--- src/imu_att_pkg.sv ---
package imu_att_pkg;

  localparam int ITER_W     = 5;
  localparam int SQRT_STEPS = 24;
  localparam int CFG_IDX_W  = 3;
  localparam int CFG_DATA_W = 25;

  localparam logic [25:0] RAD_SCALE_K = 26'd44798134;
  localparam logic [31:0] Y_CREEP     = 32'd168;
  localparam logic [15:0] DEG_TURN_Q7 = 16'd46080;
  localparam logic [16:0] BLEND_ONE   = 17'h10000;

  localparam logic [CFG_IDX_W-1:0] CFG_BLEND_WEIGHT      = 3'd0;
  localparam logic [CFG_IDX_W-1:0] CFG_YAW_RATE_DEADBAND = 3'd1;
  localparam logic [CFG_IDX_W-1:0] CFG_ROLL_AXIS_DEADBAND = 3'd2;
  localparam logic [CFG_IDX_W-1:0] CFG_DT_LIMIT_US       = 3'd3;
  localparam logic [CFG_IDX_W-1:0] CFG_DT_SUBSTITUTE_US  = 3'd4;

  localparam logic [31:0] ATAN_TURN [0:29] = '{
    32'h20000000, 32'h12E4051E, 32'h09FB385B, 32'h051111D4, 32'h028B0D43,
    32'h0145D7E1, 32'h00A2F61E, 32'h00517C55, 32'h0028BE53, 32'h00145F2F,
    32'h000A2F98, 32'h000517CC, 32'h00028BE6, 32'h000145F3, 32'h0000A2FA,
    32'h0000517D, 32'h000028BE, 32'h0000145F, 32'h00000A30, 32'h00000518,
    32'h0000028C, 32'h00000146, 32'h000000A3, 32'h00000051, 32'h00000029,
    32'h00000014, 32'h0000000A, 32'h00000005, 32'h00000003, 32'h00000001
  };

  typedef enum logic [3:0] {
    ST_IDLE, ST_SQ_Y, ST_SQ_Z, ST_SQRT_INIT, ST_SQRT, ST_CORDIC_INIT, ST_CORDIC,
    ST_RATE_M, ST_RATE_HI, ST_RATE_LO, ST_RATE_ACC, ST_BLEND_PW, ST_BLEND_AW,
    ST_BLEND
  } state_t;

  typedef enum logic [3:0] {
    OP_NONE, OP_LOAD, OP_MUL_AY, OP_MUL_AZ, OP_SQRT_INIT, OP_SQRT_STEP,
    OP_CORDIC_INIT, OP_CORDIC_STEP, OP_RATE_M, OP_RATE_HI, OP_RATE_LO,
    OP_RATE_ACC, OP_BLEND_PW, OP_BLEND_AW, OP_BLEND
  } dp_op_t;

  typedef struct packed {
    dp_op_t            op;
    logic [ITER_W-1:0] iter;
    logic              sel_yaw;
  } dp_cmd_t;

endpackage

--- src/imu_att_ctrl.sv ---
module imu_att_ctrl import imu_att_pkg::*; #(
  parameter int CORDIC_ITERATIONS = 16
) (
  input  logic    clk,
  input  logic    rst,
  input  logic    in_valid,
  output logic    in_ready,
  output logic    out_valid,
  input  logic    out_ready,
  output dp_cmd_t cmd
);

  state_t            state, state_next;
  logic [ITER_W-1:0] iter;
  logic              sel_yaw;
  logic              fire;

  assign fire = !out_valid || out_ready;

  always_comb begin
    state_next = state;
    unique case (state)
      ST_IDLE:        if (in_valid) state_next = ST_SQ_Y;
      ST_SQ_Y:        state_next = ST_SQ_Z;
      ST_SQ_Z:        state_next = ST_SQRT_INIT;
      ST_SQRT_INIT:   state_next = ST_SQRT;
      ST_SQRT:        if (iter == ITER_W'(SQRT_STEPS - 1)) state_next = ST_CORDIC_INIT;
      ST_CORDIC_INIT: state_next = ST_CORDIC;
      ST_CORDIC:      if (iter == ITER_W'(CORDIC_ITERATIONS - 1)) state_next = ST_RATE_M;
      ST_RATE_M:      state_next = ST_RATE_HI;
      ST_RATE_HI:     state_next = ST_RATE_LO;
      ST_RATE_LO:     state_next = ST_RATE_ACC;
      ST_RATE_ACC:    state_next = sel_yaw ? ST_BLEND_PW : ST_RATE_M;
      ST_BLEND_PW:    state_next = ST_BLEND_AW;
      ST_BLEND_AW:    state_next = ST_BLEND;
      ST_BLEND:       if (fire) state_next = ST_IDLE;
      default:        state_next = ST_IDLE;
    endcase
  end

  always_comb begin
    in_ready    = 1'b0;
    cmd.op      = OP_NONE;
    cmd.iter    = iter;
    cmd.sel_yaw = sel_yaw;
    unique case (state)
      ST_IDLE: begin
        in_ready = 1'b1;
        if (in_valid) cmd.op = OP_LOAD;
      end
      ST_SQ_Y:        cmd.op = OP_MUL_AY;
      ST_SQ_Z:        cmd.op = OP_MUL_AZ;
      ST_SQRT_INIT:   cmd.op = OP_SQRT_INIT;
      ST_SQRT:        cmd.op = OP_SQRT_STEP;
      ST_CORDIC_INIT: cmd.op = OP_CORDIC_INIT;
      ST_CORDIC:      cmd.op = OP_CORDIC_STEP;
      ST_RATE_M:      cmd.op = OP_RATE_M;
      ST_RATE_HI:     cmd.op = OP_RATE_HI;
      ST_RATE_LO:     cmd.op = OP_RATE_LO;
      ST_RATE_ACC:    cmd.op = OP_RATE_ACC;
      ST_BLEND_PW:    cmd.op = OP_BLEND_PW;
      ST_BLEND_AW:    cmd.op = OP_BLEND_AW;
      ST_BLEND:       if (fire) cmd.op = OP_BLEND;
      default:        cmd.op = OP_NONE;
    endcase
  end

  always_ff @(posedge clk) begin
    if (rst) begin
      state     <= ST_IDLE;
      iter      <= '0;
      sel_yaw   <= 1'b0;
      out_valid <= 1'b0;
    end else begin
      state <= state_next;
      iter  <= (state_next == state) ? iter + ITER_W'(1) : '0;
      if (state == ST_IDLE) begin
        sel_yaw <= 1'b0;
      end else if (state == ST_RATE_ACC) begin
        sel_yaw <= 1'b1;
      end
      if (state == ST_BLEND && fire) begin
        out_valid <= 1'b1;
      end else if (out_ready) begin
        out_valid <= 1'b0;
      end
    end
  end

endmodule

--- config.mk ---
export PLATFORM = sky130hd
export DESIGN_NAME = imu_att_ctrl
export DESIGN_NICKNAME = d
export VERILOG_FILES = /design/src/imu_att_pkg.sv /design/src/imu_att_ctrl.sv
export SDC_FILE = /design/constraint.sdc
export NUM_CORES = 1
export LEC_CHECK = 0
export BUFFER_PORTS_ARGS = -buffer_cell sky130_fd_sc_hd__buf_4
export CAP_MARGIN = 0
export CORE_MARGIN = 5
export CORE_UTILIZATION = 25
export DETAILED_ROUTE_END_ITERATION = 10
export HOLD_SLACK_MARGIN = 0.08
export SETUP_SLACK_MARGIN = 0.02
export SLEW_MARGIN = 15
export SYNTH_ARGS = -nofsm -noshare
export SYNTH_HDL_FRONTEND = slang
export SYNTH_SLANG_ARGS = --single-unit
--- constraint.sdc ---
create_clock -name clk -period 2.09 [get_ports clk]
set_input_delay 0.3135 -clock clk [delete_from_list [all_inputs] [get_ports clk]]
set_output_delay 0.3135 -clock clk [all_outputs]
set_load 0.05 [all_outputs]
==> qor.txt <==
run status: completed
Vias per Instance: 5.20
CTS Sinks: 11
post-route ant nets: 0
P&R area growth vs syn: 26.6%
Crit Reg-Reg Startpoint: iter[0]
Comb power frac: 0.335
ys async rst share: 0
period utilisation layout: 0.893
Pins Over Slew Limit: 0
gate count after technology mapping: 85
slowest stage delay, CP: 0.54 ns
Stages on worst setup path: 3
largest net degree at the start of global routing: 13
routed wire length: 1740 um
initial DRC count: 25
maximum vdd drop: 0.000338 V
Post-synth top cells: dfxtp_1, o21ai_0, a21oi_1, nor2_1, nor3_1
Avg WL per Cell: 13.2 um
# Max-Cap Violations: 0
Placed Area: 841 um^2
Worst setup EP type: output pin
gr ovfl total: 0
crit start category: flop
Top FF cell, synth: dfxtp_1
Clk pwr share: 0.254
wire length of the first global-routing pass: 3030 um
CP max FO: 9
Final Util: 0.323
r2r setup slk: 0.38 ns
Setup Viol. Count Final: 0
count leader, synth: dfxtp_1
Buf/Inv on CP: 2
Mapped Nets: 91
initial antenna violation count: 0
Int Power: 0.367 mW
R2R depth: 7
Post-Synthesis Cell Area: 686 um^2
Worst Path Arrival: 1.55 ns
Hold Vio Cnt, Final: 0
Setup WS pre-CTS: 0.392 ns
DRC: 0
Pre-Repair DR Iteration Count: 4
flops & latches, synth: 11
Critical Path End: cmd[8]
Detailed Place HPWL: 1300 um
skew final: 0.00678 ns
Seq/Total Area, Yosys: 0.321
post-route insts no fill: 132
Ys Warns: 0
RR Endpoint: iter[3]
Reg clk slew, reported paths: 0.08 ns
fmax: 536 MHz
Die W: 62.4 um
Num CTS Buffers: 3
number of I/O pins: 16
vias in the first global route: 670
CP cell instances: inv_1 > a221oi_2 > buf_4
Yosys cell types: 33
area fraction of the dominant cell type after synthesis: 0.321
total leakage power: 0.336 nW
required time of the critical path: 1.78 ns
Starting Density: 0.255
Setup Crit Path Kind: reg -> out
Port Buffer Count: 15
final instance area: 868 um^2
Post-synth EDFFs: 0
Nets: 108
share of layout cells above drive strength 1: 0.297
Syn Area/Cell: 8.07 um^2
dpl cells: 128
Synth area leader: dfxtp_1
CTS tree: yes
largest cells by area after synthesis: dfxtp_1, o21ai_0, a21oi_1
Psw: 0.228 mW
fraction of power spent switching nets: 0.383
CP top delay family: flip-flops
max_slew headroom: 0.680
PD cells: 685 mW/mm^2
post-layout power: 0.595 mW
FP Rows: 19
clk_lat worst skew: 0.27 ns
vias: 687
clock buffer depth: 2
crit path max-delay cell type: dfxtp_1
beginning of the critical path: state[0]
GPL Wtd Cong: 0.905
sequential share of power: 0.411
Die H: 62.4 um
die area: 0.00389 mm^2
Core Region: 0.00269 mm^2
Hold Crit Class: in -> reg
root buffer cell: clkbuf_4
n_diodes: 0
Total GRT Usage: 0.0948
final worst setup slack: 0.224 ns
RSZ-0062 raised after global routing: false
H-tree depth: 1
worst slew pin tran: 0.478 ns
minimum clock period: 1.87 ns
-- power groups by stage --
stage | sequential (mW) | combinational (mW) | clock (mW)
final | 0.245 | 0.199 | 0.151
after global routing | 0.248 | 0.214 | 0.171
after CTS | 0.244 | 0.202 | 0.157
after detailed placement | 0.249 | 0.201 | 0
after global placement | 0.248 | 0.199 | 0
after floorplan | 0.249 | 0.148 | 0
-- area by class of cell --
| class | count | area [um^2] |
|---|---|---|
| sequential | 11 | 221 |
| multi-input combinational | 62 | 424 |
| fill | 295 | 1820 |
| timing repair buffer | 18 | 135 |
| clock buffer | 4 | 26.3 |
| inverter | 6 | 22.5 |
| tap | 31 | 38.8 |
-- per-layer routing --
metal	share of wire	wire, um	GRT usage	up-vias
li1	-	-	-	343
met1	0.45	779	0.116	312
met2	0.46	801	0.146	26
met3	0.071	123	0.0342	6
met4	0.021	36	0.0451	0
met5	0	0	0	-
-- placed cells by master (no fill, tap or decap), types with 2 or more instances in the layout --
cell	instances
a311oi_1	2
inv_1	5
ha_1	2
nor2b_1	2
nand2b_1	3
clkbuf_4	3
xor2_1	2
nand3_1	5
dfxtp_1	10
o21ai_0	8
nand2_1	3
nor2_1	6
and3_1	2
a21oi_1	6
nor3_1	5
buf_4	18
-- cells by family (layout without fill, tap and decap cells) --
| family | Yosys count | after routing | share of synthesized area |
|---|---|---|---|
| compound gates | 23 | 23 | 0.239 |
| xor+xnor | 3 | 3 | 0.0383 |
| fa+ha+maj | 2 | 2 | 0.0365 |
| buf+inv | 12 | 28 | 0.0858 |
| flops | 11 | 11 | 0.321 |
| simple gates | 34 | 34 | 0.279 |
-- flip-flops by register name (all words and copies together), names as in the netlist --
register	cells
iter	5
state	4
out_valid	1
sel_yaw	1
-- worst min-delay path by stage --
stage | startpoint | to | slack (ns) | cells after the start
final | rst | out_valid | 0.25 | 2
after global routing | rst | out_valid | 0.24 | 2
after CTS | rst | out_valid | 0.24 | 2
after detailed placement | iter[0] | iter[0] | 0.50 | 1
after global placement | iter[0] | iter[0] | 0.48 | 1
after floorplan | rst | out_valid | 0.38 | 1
-- what timing repair did --
item | CTS | global route
resized for setup | 0 | 1
hold buffers | 0 | 0
hold endpoints to repair | 0 | 0
setup endpoints to repair | 0 | 2
setup buffers | 0 | 0
-- through the flow --
step	hold WS, ns	TNS [ns]
5_1_grt	0.238	0
6_report	0.246	0
3_3_place_gp	0.477	0
4_1_cts	0.238	0
3_5_place_dp	0.496	0
2_1_floorplan	0.383	-0.108
Note: power is estimated with default switching activity, not from simulation.
